## src/hw/rtl/rmj_sqrt.sv

```systemverilog
`default_nettype none
// ----------------------------------------------------------------------------
// rmj_sqrt
// Pipelined integer square root, one root bit per stage.
// ----------------------------------------------------------------------------
module rmj_sqrt #(
  parameter int unsigned K = 17
) (
  input  wire logic           clk_i,
  input  wire logic           en_i,
  input  wire logic [2*K-1:0] op_i,
  output logic      [K-1:0]   root_o
);

  logic [K+1:0]   rem_q  [K];
  logic [K-1:0]   root_q [K];
  logic [2*K-1:0] op_q   [K];

  for (genvar j = 0; j < K; j++) begin : g_st
    logic [K+1:0]   rem_in;
    logic [K-1:0]   root_in;
    logic [2*K-1:0] op_in;
    logic [K+3:0]   r2;
    logic [K+3:0]   trial;
    logic [K+3:0]   diff;
    logic           ge;

    if (j == 0) begin : g_first
      assign rem_in  = '0;
      assign root_in = '0;
      assign op_in   = op_i;
    end else begin : g_next
      assign rem_in  = rem_q[j-1];
      assign root_in = root_q[j-1];
      assign op_in   = op_q[j-1];
    end

    assign r2    = {rem_in, op_in[2*K-1:2*K-2]};
    assign trial = {2'b00, root_in, 2'b01};
    assign ge    = r2 >= trial;
    assign diff  = r2 - trial;

    always_ff @(posedge clk_i) begin
      if (en_i) begin
        rem_q[j]  <= ge ? diff[K+1:0] : r2[K+1:0];
        root_q[j] <= {root_in[K-2:0], ge};
        op_q[j]   <= {op_in[2*K-3:0], 2'b00};
      end
    end
  end

  assign root_o = root_q[K-1];

endmodule
`default_nettype wire

```

## config.mk

```make
export PLATFORM = sky130hd
export DESIGN_NAME = rmj_sqrt
export DESIGN_NICKNAME = d
export VERILOG_FILES = /design/src/hw/rtl/rmj_sqrt.sv
export SDC_FILE = /design/constraint.sdc
export NUM_CORES = 1
export LEC_CHECK = 0
export ABC_CLOCK_PERIOD_IN_PS = 2600
export BUFFER_PORTS_ARGS = -buffer_cell sky130_fd_sc_hd__buf_2
export CAP_MARGIN = 20
export CORE_AREA = 10 10 259 261
export CTS_CLUSTER_SIZE = 12
export DETAILED_ROUTE_END_ITERATION = 16
export DIE_AREA = 0 0 269 271
export PLACE_DENSITY = 0.81
export SLEW_MARGIN = 5
export SYNTH_ARGS = -nofsm -noshare
export SYNTH_HDL_FRONTEND = slang
export SYNTH_SLANG_ARGS = --single-unit
export TNS_END_PERCENT = 50
```

## constraint.sdc

```tcl
create_clock -name clk_i -period 2.6 [get_ports clk_i]
set_input_delay 0.52 -clock clk_i [delete_from_list [all_inputs] [get_ports clk_i]]
set_output_delay 0.52 -clock clk_i [all_outputs]
set_load 0.1 [all_outputs]
```

After elaboration in Yosys (flattened, before gate mapping):

Memories as Yosys holds them, arrays and structs flattened.
Index checks and enable logic that the tools add are counted.

* equality and inequality tests: 0
* multiplexer cells: 19
* bitwise operators: 0
* multipliers: 0
* divide/modulo/power cells: 0
* $lt $le $gt $ge: 17
* add/sub/neg operators: 17
* reductions and logical operators: 0
* shift-type cells: 0

Operators by type and width (count)
* 21-bit by 19-bit >= comparator with 1-bit output: 16
* 19-bit two-way mux: 17
* 19-bit subtractor: 16
* 2-bit by 1-bit subtractor with 3-bit output (second input constant): 1
* 2-bit by 1-bit >= comparator with 1-bit output (second input constant): 1
* 1-bit two-way mux: 2

* memories kept: 3
* bits in latches: 0
* output and inout port bits: 17
* register bits: 0
* ROM bits: 0
* word-level logic and storage cells: 56
* memory bits (writable): 1156

Memory list
* op_q: words 17, width 32, rd ports 16, clocked after memory_dff 0, write ports 17, RTL line 17 `logic [2*K-1:0] op_q [K];`
* rem_q: words 17, width 19, rd ports 16, clocked after memory_dff 0, write ports 17, RTL line 15 `logic [K+1:0] rem_q [K];`
* root_q: words 17, width 17, rd ports 17, clocked after memory_dff 0, write ports 17, RTL line 16 `logic [K-1:0] root_q [K];`

Logic depth before layout (Yosys ltp):

An unclocked memory read counts as a cell.

* depth in word-level cells: 3
* depth in mapped cells: 11
* gate-level depth less buffers: 11

Least setup slack after synthesis:

OpenSTA, ideal clock, no wires.

* path type: register to register
* from: memory rem_q[0][99] (netlist name)
* to: memory rem_q[0][118] (netlist name) (data pin)
* buffers on the path: 1
* data arrival time: 2.479 ns
* setup time: 0.260 ns
* required time: 2.340 ns
* stages on the path, launching flop included: 9
* setup slack: -0.139 ns
* cells stage by stage: edfxtp_1 ha_1 a21o_1 a31o_2 a211o_1 nor3_1 and2_1 clkbuf_1 mux2_2

RTL lines (RTL line)
* start, declared: 15

==> results.py <==
metrics = {
    "worst_setup_path": {
        "arrival_ns": 3.10,
        "worstSetupStartpointType": "register",
        "path_class": "register to register",
        "crit_fanout": 4,
        "endpoint_kind": "register",
        "required_ns": 2.99,
    },
    "die": {
        "io_pins": 53,
        "die_y_microns": 271,
        "core_sq_um": 61600,
        "die_w_microns": 269,
        "start_util_pct": 52.9,
        "dieArea_sq_um": 72900,
        "rows": 91,
    },
    "power": {
        "p_total_mw": 30.3,
        "power_frac_comb_pct": 17.5,
        "power_density_nw_per_um2": 775,
        "p_int_mw": 22.3,
        "clockPowerShare_pct": 33.6,
        "power_frac_seq_pct": 48.9,
        "ir_drop_uv": 707,
        "p_sw_mw": 7.98,
        "leakagePower_nw": 15.0,
        "switching_share_pct": 26.4,
    },
    "routing": {
        "drc_errors": 0,
        "drt_first_pass_iters": 6,
        "ant_nets": 0,
        "vias": 20400,
        "post_drt_wl_per_cell_microns": 17.8,
        "wirelength_microns": 65300,
        "drt-initial-drc-count": 1829,
        "routed_via_density": 5.56,
    },
    "outcome": {
        "status": "finished, violations left",
        "violations": "setup timing",
    },
    "final_layout": {
        "drive_above_1_share_pct": 20.4,
        "final_cells": 3670,
        "antenna_cells": 0,
        "postLayoutCellArea_sq_um": 39000,
        "n_fill_cell": 4308,
        "layout.area.seq_sq_um": 21200,
        "fin_nets": 3001,
        "multi_input_area_sq_um": 11300,
        "syn2layout_area_growth_pct": 19.8,
    },
    "grt": {
        "grt_use_met2_pct": 30.8,
        "grtUsageMet3_pct": 3.01,
        "grt-ovfl-total": 0,
        "grt_pass1_wl_microns": 104000,
        "gr-max-usage-layer": "met2",
        "grt_pass1_vias": 20900,
        "grtUsageMet1_pct": 21.1,
        "track_usage_pct": 17.4,
        "antenna_found_initial": 0,
        "grt_max_degree": 107,
    },
    "clocking": {
        "ctsRootBufferMaster": "clkbuf_16",
        "htree_levels": 3,
        "clk_pin_slew_worst_paths_ns": 0.06,
        "cts_sinks": 707,
        "cts_tree": "built",
        "cts_made_buffers": 76,
        "insertion_delay_ns": 0.64,
        "clock_path_buffers": 3,
    },
    "sta": {
        "rsz0062_at_grt": "yes",
        "min_period_ns": 2.71,
        "finClkSkew_ns": 0.0501,
        "hold_slack_ns": 0.0514,
        "maxSlewHeadroom_pct": 57.9,
        "setup_ws_ns": -0.114,
        "worstMarginPinSlew_ns": 0.626,
        "max_freq_mhz": 368,
        "slew_viol_final": 0,
        "finalCritPeriodShare_pct": 104,
        "finalSetupViolCount": 24,
        "hold_violations": 0,
    },
    "hold_path": {
        "min_path_type": "primary input to register",
    },
    "yosys": {
        "synth_warnings": 0,
        "synthDistinctLibCells": 72,
        "netlist_area_sq_um": 32600,
        "postSynthCellCount": 2458,
        "ys_seq_area_share_pct": 65.2,
        "synth_edf_count": 707,
        "syn_area_per_cell_sq_um": 13.2,
        "synth_seq_cells": 707,
        "syn-num-nets": 2665,
        "ys.flop_type": "edfxtp_1",
        "async_flop_share_pct": 0,
    },
    "job": {
        "cap_viol_max_count": 0,
    },
    "placement": {
        "io_buffers": 52,
        "dp_slack_ns": -0.291,
        "dpl.hpwl_microns": 44200,
        "place_area_sq_um": 35500,
        "place_inst": 3520,
        "gp_congestion": 0.921,
    },
}
-- synthesized netlist by cell type (6+ instances only) --
master | count | area (sq um)
nor2b_1 | 24 | 150
buf_2 | 6 | 30.0
nand4_1 | 28 | 175
o31ai_1 | 7 | 52.6
o21bai_1 | 8 | 60.1
nor4_1 | 27 | 169
nand4b_1 | 10 | 87.6
a211oi_1 | 9 | 67.6
o211ai_1 | 11 | 82.6
or2_2 | 9 | 56.3
and4_1 | 7 | 61.3
ha_1 | 171 | 2140
mux2i_1 | 10 | 100
or4_1 | 21 | 158
nor3_1 | 57 | 285
nand2_1 | 148 | 556
and3_1 | 7 | 43.8
nor2_1 | 152 | 571
o21a_1 | 38 | 285
o41ai_1 | 8 | 70.1
o21ai_0 | 124 | 621
inv_1 | 214 | 803
a21o_1 | 42 | 315
edfxtp_1 | 707 | 21200
and2_1 | 8 | 50.1
a31oi_1 | 16 | 100
xor2_1 | 88 | 771
nand3b_1 | 9 | 67.6
a21oi_1 | 152 | 761
nand3_1 | 38 | 190
mux2_2 | 31 | 349
clkbuf_1 | 24 | 90.1
or3_1 | 28 | 175
xnor2_1 | 119 | 1040
a211o_1 | 6 | 52.6
nand2b_1 | 33 | 206
-- cell usage in the layout, fill, tap and decap left out, drive strengths merged, types with 9 or more instances in the layout --
cell      n
edfxtp  707
buf     288
inv     217
ha      171
nor2    153
a21oi   153
nand2   148
o21ai   126
xnor2   119
xor2     88
clkbuf   88
nor3     60
a21o     43
o21a     38
nand3    38
nand2b   33
mux2     31
nand4    28
or3      28
nor4     28
nor2b    24
clkinv   24
or4      21
a31oi    16
o211ai   11
mux2i    10
nand4b   10
nand3b    9
a211oi    9
or2       9
-- path summary, 6_finish.rpt --
kind	from	endpoint	slack, ns	depth (start not counted)
setup / recovery	rem_q[0][116]$_DFFE_PP_	rem_q[0][148]$_DFFE_PP_	-0.11	9
hold reg to reg	op_q[0][348]$_DFFE_PP_	op_q[0][382]$_DFFE_PP_	0.41	0
hold / removal	op_i[9]	op_q[0][9]$_DFFE_PP_	0.05	1
setup reg to reg	rem_q[0][116]$_DFFE_PP_	rem_q[0][148]$_DFFE_PP_	-0.11	9
-- layer usage --
| metal | share of wire, % | routed length [microns] | up-vias |
|---|---|---|---|
| li1 | - | - | 9750 |
| met1 | 41 | 26600 | 9910 |
| met2 | 52 | 33900 | 586 |
| met3 | 4.7 | 3050 | 143 |
| met4 | 2.7 | 1760 | 0 |
| met5 | 0 | 0 | - |
-- metrics by stage --
step	TNS, ns	utilization, %
floorplan	-0.156	-
global placement	-1.46	57.6
detailed placement	-9.56	57.6
CTS	-0.586	61.8
global route	-4.42	63.3
finish	-1.15	63.3
-- critical path, cell delays in order (launching register included) --
cell      delay, ns
edfxtp_1       0.42
ha_1           0.41
nand2_1        0.20
o21ai_2        0.13
a221o_1        0.46
buf_4          0.19
nor3b_1        0.27
buf_4          0.18
nand2_1        0.06
xnor2_1        0.14
-- layout make-up --
cell class,instances,share of cell area (%)
Multi-Input combinational cell,1505,29.0
Clock buffer,86,4.97
Timing Repair Buffer,290,5.93
Sequential cell,707,54.4
Tap cell,837,2.68
Inverter,214,2.06
Clock inverter,31,0.981
-- power by group through the flow --
stage / logic (mW) / registers, mW / clock network [mW]
after CTS: 4.90 / 14.8 / 10.4
after floorplan: 3.08 / 14.8 / 0
final: 5.28 / 14.8 / 10.2
after global placement: 4.53 / 14.9 / 0
after global routing: 5.83 / 14.9 / 10.8
after detailed placement: 4.75 / 15.0 / 0
-- kinds of logic after synthesis --
| group | after synthesis | synth area share (%) |
|---|---|---|
| flops | 707 | 65.2 |
| simple gates | 621 | 9.64 |
| compound gates | 463 | 8.73 |
| buf+inv | 247 | 2.90 |
| xor+xnor | 207 | 5.57 |
| fa+ha+maj | 171 | 6.57 |
| mux | 41 | 1.38 |
| other cells | 1 | 0.0115 |
-- repair_timing --
item | CTS | global route
hold buffers | 0 | 0
cloned | 0 | 6
gates resized for setup | 57 | 155
buffers inserted | 8 | 19
setup endpoints to repair | 113 | 211
pin swaps | 13 | 38
-- flip-flops by register name (all words and copies together), names as in the netlist --
register  flops
op_q        272
rem_q       282
root_q      153
Power figures use the tool's default switching activity.
