$ cat src/hw/rtl/rmj_dly.sv
`default_nettype none
// ----------------------------------------------------------------------------
// rmj_dly
// Enabled shift line that carries side data alongside the arithmetic stages.
// ----------------------------------------------------------------------------
module rmj_dly #(
  parameter int unsigned WIDTH = 8,
  parameter int unsigned DEPTH = 2
) (
  input  wire logic             clk_i,
  input  wire logic             en_i,
  input  wire logic [WIDTH-1:0] d_i,
  output logic      [WIDTH-1:0] q_o
);

  logic [WIDTH-1:0] tap_q [DEPTH];

  always_ff @(posedge clk_i) begin
    if (en_i) begin
      tap_q[0] <= d_i;
      for (int i = 1; i < DEPTH; i++) begin
        tap_q[i] <= tap_q[i-1];
      end
    end
  end

  assign q_o = tap_q[DEPTH-1];

endmodule
`default_nettype wire

$ cat config.mk
export PLATFORM = sky130hd
export DESIGN_NAME = rmj_dly
export DESIGN_NICKNAME = d
export VERILOG_FILES = /design/src/hw/rtl/rmj_dly.sv
export SDC_FILE = /design/constraint.sdc
export NUM_CORES = 1
export LEC_CHECK = 0
export BUFFER_PORTS_ARGS = -buffer_cell sky130_fd_sc_hd__buf_2
export CAP_MARGIN = 20
export CELL_PAD_IN_SITES_DETAIL_PLACEMENT = 1
export CELL_PAD_IN_SITES_GLOBAL_PLACEMENT = 1
export CORE_MARGIN = 4
export CORE_UTILIZATION = 38
export CTS_CLUSTER_SIZE = 16
export DETAILED_ROUTE_END_ITERATION = 8
export PLACE_DENSITY = 0.76
export SLEW_MARGIN = 5
export SYNTH_ARGS = -nofsm -noshare
export SYNTH_HDL_FRONTEND = slang
export SYNTH_SLANG_ARGS = --single-unit
$ cat constraint.sdc
create_clock -name clk_i -period 0.8 [get_ports clk_i]
set_input_delay 0.16 -clock clk_i [delete_from_list [all_inputs] [get_ports clk_i]]
set_output_delay 0.16 -clock clk_i [all_outputs]
set_load 0.05 [all_outputs]
**Word-level counts from Yosys, hierarchy flattened**

Memories as Yosys holds them, arrays and structs flattened.
Cells that the tools add are included.
W data, S select, Z words.

- Bits in writable memories: 16
- Output and inout port bits: 8
- Register bits: 0
- Memories: 1
- Input bits: 10

- Multiplexer cells: 2

Memory list:

| memory | words | width | read ports | clocked after Yosys merged registers in | write ports | line | RTL |
|---|---|---|---|---|---|---|---|
| tap_q | 2 | 8 | 2 | 0 | 2 | 16 | `logic [WIDTH-1:0] tap_q [DEPTH];` |

Operators with widths:

| operator | count |
|---|---|
| $mux W1 | 2 |

**Depth between registers and ports, before layout**

Gate-level depths: netlist of the first run.

- Depth in word-level cells: 2
- Mapped depth: 1
- Gate-level depth less buffers: 0

**Worst setup path after synthesis of the first run**

No wires, ideal clock.

- Path kind: register to output
- From: memory tap_q[1][0], in the netlist tap_q[0][8]
- To: output q_o[0]
- Arrival: 523 ps
- Slack: 117 ps
- Cell stages (with the launch flop): 2
- Cell sequence: edfxtp_1 buf_4

RTL lines:

| element | line | RTL |
|---|---|---|
| start: declaration | 16 |  |
| end: declaration | 13 | `output logic [WIDTH-1:0] q_o` |

==> reports/qor.txt, run 1 <==
CELLS AND AREA
------------------------------------------------------------------------------------
Final instance area                                                          661 um2
Fraction of layout instances using a drive strength above 1                    54.1%
Post-layout nets                                                                  48
Antenna diodes                                                                     0
Register name with the most flops                                              tap_q
Top flop regs                                                           tap_q: 16 flops
Multi-input combinational cell area                                            0 um2
Final Non-Filler Cells                                                            52
Flip-flop count of the largest register, all copies and words added               16
Multi-input gates                                                                  0
Synthesis-to-layout area growth                                                22.2%

TIMING
------------------------------------------------------------------------------------
Post-layout minimum cycle time                                              0.993 ns
Slack of the critical path                                                 -0.193 ns
Final clock skew                                                          0.00275 ns
Slew HR                                                                        78.7%
Worst hold slack                                                           0.0585 ns
Setup repair after global routing missed its margin                              yes
Fmax                                                                        1.01 GHz
Count of final hold-check violations                                               0
Number of failing setup endpoints in the final timing report                       8
Max Slew Vio Count                                                                 0
Post-route fraction of the period consumed by the critical path                 124%
Slew @ Worst Pin                                                            0.320 ns

ROUTING
------------------------------------------------------------------------------------
Detailed router's first-iteration violation count                                  0
Overall via count from detail_route                                              219
Final wirelength                                                              613 um
Detailed-router iteration count before antenna repair                              1
DR DRC count                                                                       0
Remaining antenna violation count after routing                                    0
Wirelength per Cell                                                          11.8 um
Via/cell ratio                                                                  4.21

LOGIC SYNTHESIS
------------------------------------------------------------------------------------
Most numerous cell in the Yosys netlist                                     edfxtp_1
Share of synthesized area spent on multiplexers                                   0%
Synth Register Bits                                                               16
Simple-gate share of the synthesized area                                         0%
Cell type with the largest total area after synthesis                       edfxtp_1
Synthesized net count                                                             34
Number of synthesized flops with an enable pin                                    16
Warnings from Yosys                                                                0
Fraction of post-synthesis cell area in the top cell type by area              88.9%
Number of instances in the synthesized netlist                                    24
Post-synthesis cell area                                                     541 um2
Sequential fraction of the synthesis area                                      88.9%
Most area-consuming cells after synthesis                               edfxtp_1 89%, buf_4 11%
Top flip-flop cell by instance count after synthesis                        edfxtp_1
Post-Synth XOR/XNOR Area                                                          0%
Dominant combinational cell family by area after synthesis              buffers and inverters
Share of synthesized flip-flops with an asynchronous set or reset                 0%
Synth cell types                                                                   2
Avg Cell Area, Syn                                                          22.5 um2
Area share of fa/ha/maj cells after synthesis                                     0%
Cell types with the highest counts after synthesis                      16 x edfxtp_1, 8 x buf_4
Compound-Gate Fraction of Synth Area                                              0%

SETUP PATH
------------------------------------------------------------------------------------
CP delay by family, top                                                   flip-flops
Required time at the endpoint of the critical path                           0.64 ns
Crit Path Category                                                      register to output port
Source of the worst register-to-register timing path                     tap_q[0][3]
Crit path cell chain                                                           buf_6
Arrival time worst endpoint                                                  0.83 ns
Buf+Inv Stages, Crit Path                                                          1
Reg-to-reg critical path endpoint                                       tap_q[0][11]
Cell with the largest stage delay on the worst path                         edfxtp_1
Crit end category                                                        output port
Critical Path Start Type                                                    register
Depth of the worst register-to-register path                                       0
Worst-path maximum fanout                                                          1
Reg-to-reg setup timing slack                                                0.17 ns
Depth of the critical timing path with buffers and inverters included              1
Slowest stage delay, CP                                                      0.39 ns

GLOBAL ROUTING
------------------------------------------------------------------------------------
Total congestion overflow after global routing                                     0
Via count of the first global-routing pass                                       250
Maximum number of pins on one net before global-route repair                      17
All-layer global routing usage                                                 7.85%
Initial antenna violation count                                                    0
Wire length of the first global-routing pass                                 1060 um

CLOCK NETWORK
------------------------------------------------------------------------------------
Clock latency on the worst-skew pair                                         0.27 ns
Clock transition at the registers of the reported paths                      0.08 ns
Post-cts hold buffer count                                                         0
Clock buffer depth                                                                 2
TritonCTS clock tree                                                            done
Post-CTS setup repair buffer count                                                 0
H-tree depth reported by CTS                                                       1
Clock root buffer master                                                    clkbuf_4
Number of clock sinks                                                             16
Number of CTS-inserted buffers                                                     3

PLACEMENT
------------------------------------------------------------------------------------
I/O Buffers                                                                       17
Number of placed instances, taps included                                         48
Area post-placement                                                          584 um2
Routability congestion estimate from global placement                          0.610
Setup slack after placement                                              -0.00458 ns

WORST HOLD PATH
------------------------------------------------------------------------------------
Startpoint of the lowest-slack hold path                                      d_i[1]
Worst Hold Path Cells                                                              1
Destination of the worst hold path                                       tap_q[0][1]
Min-Delay Path Class                                                    primary input to register

DIE
------------------------------------------------------------------------------------
Die Outline Area                                                            2090 um2
X dimension of the die                                                       45.7 um
Die Height                                                                   45.7 um
I/O pins                                                                          18
Number of cell rows                                                               13
Placeable core area                                                         1320 um2
Starting Density                                                               41.0%

POWER
------------------------------------------------------------------------------------
Post-layout total power                                                      1.60 mW
Maximum resistive drop on vdd                                              0.00127 V
Leakage power                                                               0.256 nW
Cell area power density                                                  2420 nW/um2

OUTCOME
------------------------------------------------------------------------------------
Failing checks                                                          negative setup slack
Status                                                                  finished with violations

RUN
------------------------------------------------------------------------------------
Maximum Capacitance Violations                                                     0

==> how the worst max path moves through the flow <==
stage,start,to,slack (ns)
final,tap_q[0][12],q_o[4],-0.19
after global routing,tap_q[0][10],q_o[2],-0.25
after CTS,tap_q[0][10],q_o[2],-0.22
after detailed placement,en_i,tap_q[0][10],-0.005
after global placement,en_i,tap_q[0][12],0.03
after floorplan,tap_q[0][8],q_o[0],0.12
==> through the flow <==
step	utilization (%)	setup TNS (ns)
floorplan	-	0
global placement	44.3	0
detailed placement	44.3	-0.0676
CTS	50.1	-1.63
global route	50.1	-1.84
finish	50.1	-1.49
==> final cells by class <==
| cell class | count | area (um2) |
|---|---|---|
| clock buffers | 3 | 22.5 |
| clock inverters | 1 | 3.75 |
| well taps | 15 | 18.8 |
| flip-flops and latches | 16 | 480 |
| fillers | 121 | 657 |
| repair buffers | 17 | 135 |
==> per-layer routing <==
metal  track usage (%)  up-vias  wire [um]
met4              6.82        0          0
met2              12.3       13        334
met5                 0        -          0
met3              3.16        0         74
met1              8.01      100        205
li1                  -      106          -
==> logic make-up (layout without fill, tap and decap cells) <==
group	after synthesis	after routing
buf+inv	8	21
flops	16	16
==> cell usage in the layout (no fill, tap or decap), drive strengths merged <==
| master | count |
|---|---|
| edfxtp | 16 |
| buf | 17 |
| clkbuf | 3 |
| clkinv | 1 |
==> report_power, final <==
| part | switching (mW) | internal [mW] | leakage, nW |
|---|---|---|---|
| Combinational | 0.122 | 0.0642 | 0.0838 |
| Clock | 0.218 | 0.180 | 0.0154 |
| Sequential | 0.0204 | 0.994 | 0.157 |
| Total | 0.360 | 1.24 | 0.256 |
==> timing repair <==
action,CTS,global route
setup endpoints to repair,8,8
cloned,0,0
gates resized for setup,16,0
Note: power is estimated with default switching activity, not from simulation.
==> run 2: changes to the inputs <==
--- a/config.mk
+++ b/config.mk
@@ -7,7 +7,7 @@
 export LEC_CHECK = 0
 export BUFFER_PORTS_ARGS = -buffer_cell sky130_fd_sc_hd__buf_2
 export CAP_MARGIN = 20
-export CELL_PAD_IN_SITES_DETAIL_PLACEMENT = 1
+export CELL_PAD_IN_SITES_DETAIL_PLACEMENT = 0
 export CELL_PAD_IN_SITES_GLOBAL_PLACEMENT = 1
 export CORE_MARGIN = 4
 export CORE_UTILIZATION = 38
==> reports/qor.txt, run 2 (same netlist as run 1, synthesis figures left out) <==
CLOCK NETWORK
-------------------------------------------------------------------------------------
Clock root buffer master                                                     clkbuf_4
H-tree depth reported by CTS                                                        1
Number of CTS-inserted buffers                                                      3
Clock latency on the worst-skew pair                                          0.27 ns
Clock buffer depth                                                                  2
TritonCTS clock tree                                                             done
Clock transition at the registers of the reported paths                       0.08 ns
Number of clock sinks                                                              16
Post-cts hold buffer count                                                          0

TIMING
-------------------------------------------------------------------------------------
Slack of the critical path                                                  -0.191 ns
Max Slew Vio Count                                                                  0
Count of final hold-check violations                                                0
Final clock skew                                                          0.000774 ns
Slew HR                                                                         78.5%
Fmax                                                                         1.01 GHz
Post-route fraction of the period consumed by the critical path                  124%
Post-layout minimum cycle time                                               0.991 ns
Slew @ Worst Pin                                                             0.322 ns
Worst hold slack                                                            0.0611 ns
Setup TNS Final                                                              -1.44 ns
Setup repair after global routing missed its margin                               yes
Number of failing setup endpoints in the final timing report                        8

GLOBAL ROUTING
-------------------------------------------------------------------------------------
All-layer global routing usage                                                  6.60%
Wire length of the first global-routing pass                                   855 um
Maximum number of pins on one net before global-route repair                       17
Total congestion overflow after global routing                                      0
Busiest layer in global routing                                                  met2
Initial antenna violation count                                                     0
Met3 usage                                                                      4.35%
Via count of the first global-routing pass                                        207
Met2 GRT Util                                                                   10.0%
Met1 GRT Util                                                                   5.38%

CELLS AND AREA
-------------------------------------------------------------------------------------
Antenna diodes                                                                      0
Commonest cells after routing, fill and taps aside                       16 x edfxtp_1, 9 x buf_2, 8 x buf_6
Fraction of layout instances using a drive strength above 1                     54.1%
Final instance area                                                           661 um2
Multi-input gates                                                                   0
Most frequent standard cell in the layout excluding fill and tap cells       edfxtp_1
Multi-input combinational cell area                                             0 um2
Top flop regs                                                            tap_q: 16 flops
Register name with the most flops                                               tap_q
Filler instances                                                                  110
Flip-flop count of the largest register, all copies and words added                16
Synthesis-to-layout area growth                                                 22.2%
Final Non-Filler Cells                                                             52
Post-layout nets                                                                   48
Area used by sequential logic in the layout                                   480 um2

POWER
-------------------------------------------------------------------------------------
Cell area power density                                                   2400 nW/um2
Maximum resistive drop on vdd                                               0.00130 V
Leakage power                                                                0.256 nW

SETUP PATH
-------------------------------------------------------------------------------------
Worst Setup SP                                                           tap_q[0][12]
Critical Path Start Type                                                     register
Crit end category                                                         output port
Crit path cell chain                                                            buf_6
CP delay by family, top                                                    flip-flops
Reg-to-reg critical path endpoint                                        tap_q[0][14]
Reg-to-reg setup timing slack                                                 0.17 ns
Required time at the endpoint of the critical path                            0.64 ns
Worst-path maximum fanout                                                           1
Arrival time worst endpoint                                                   0.83 ns
Slowest stage delay, CP                                                       0.40 ns
Crit Path Category                                                       register to output port
Depth of the worst register-to-register path                                        0
Cell with the largest stage delay on the worst path                          edfxtp_1
Source of the worst register-to-register timing path                      tap_q[0][6]
Buf+Inv Stages, Crit Path                                                           1

OUTCOME
-------------------------------------------------------------------------------------
Failing checks                                                           negative setup slack
Status                                                                   finished with violations

WORST HOLD PATH
-------------------------------------------------------------------------------------
Min-Delay Path Class                                                     primary input to register
Startpoint of the lowest-slack hold path                                       d_i[1]
Destination of the worst hold path                                        tap_q[0][1]
Worst Hold Path Cells                                                               1

DIE
-------------------------------------------------------------------------------------
Starting Density                                                                41.0%
Die Outline Area                                                             2090 um2
Number of cell rows                                                                13
I/O pins                                                                           18
Die Height                                                                    45.7 um
X dimension of the die                                                        45.7 um
Placeable core area                                                          1320 um2

ROUTING
-------------------------------------------------------------------------------------
Final wirelength                                                               550 um
Via/cell ratio                                                                   4.15
Remaining antenna violation count after routing                                     0
Overall via count from detail_route                                               216
Detailed router's first-iteration violation count                                   0
DR DRC count                                                                        0
Detailed-router iteration count before antenna repair                               1
Wirelength per Cell                                                           10.6 um

PLACEMENT
-------------------------------------------------------------------------------------
I/O Buffers                                                                        17
Number of placed instances, taps included                                          48
Area post-placement                                                           584 um2
Routability congestion estimate from global placement                           0.610

RUN
-------------------------------------------------------------------------------------
Maximum Capacitance Violations                                                      0

run 2: cell counts in the layout (fill, tap and decap cells not counted):
No cell type changed its count.
run 2: report_power, final:
group	internal [mW]	leakage, nW	switching, mW
registers	0.993	0.157	0.0192
clock network	0.180	0.0154	0.208
logic	0.0642	0.0838	0.122
total	1.24	0.256	0.349
run 2: per-layer routing:
layer  up-vias  share of wire [%]
met5         -                  0
met4         0                  0
met3         0                 14
met2        13                 54
met1        96                 31
li1        107                  -
run 2: worst max path at each step:
| stage | to | cells after the start |
|---|---|---|
| 3_3_place_gp | tap_q[0][12] | 1 |
| 6_report | q_o[4] | 1 |
| 3_5_place_dp | tap_q[0][10] | 1 |
| 2_1_floorplan | q_o[0] | 1 |
| 4_1_cts | q_o[4] | 1 |
| 5_1_grt | q_o[2] | 1 |
run 2: final cells by class:
type	instances	share of cell area, %
clock buffer	3	3.41
clock inverter	1	0.568
sequential	16	72.7
tap	15	2.84
timing repair buffer	17	20.5
run 2: stage by stage:
step	worst slack, ns	power (mW)	util, %
after floorplan	0.117	1.16	-
after global placement	0.0282	1.18	44.3
after detailed placement	0.0000363	1.18	44.3
after CTS	-0.217	1.62	50.1
after global routing	-0.248	1.67	50.1
final	-0.191	1.59	50.1
run 2: what timing repair did:
action,CTS,global route
gates resized for setup,16,0
setup buffers,0,0
setup endpoints to repair,8,8
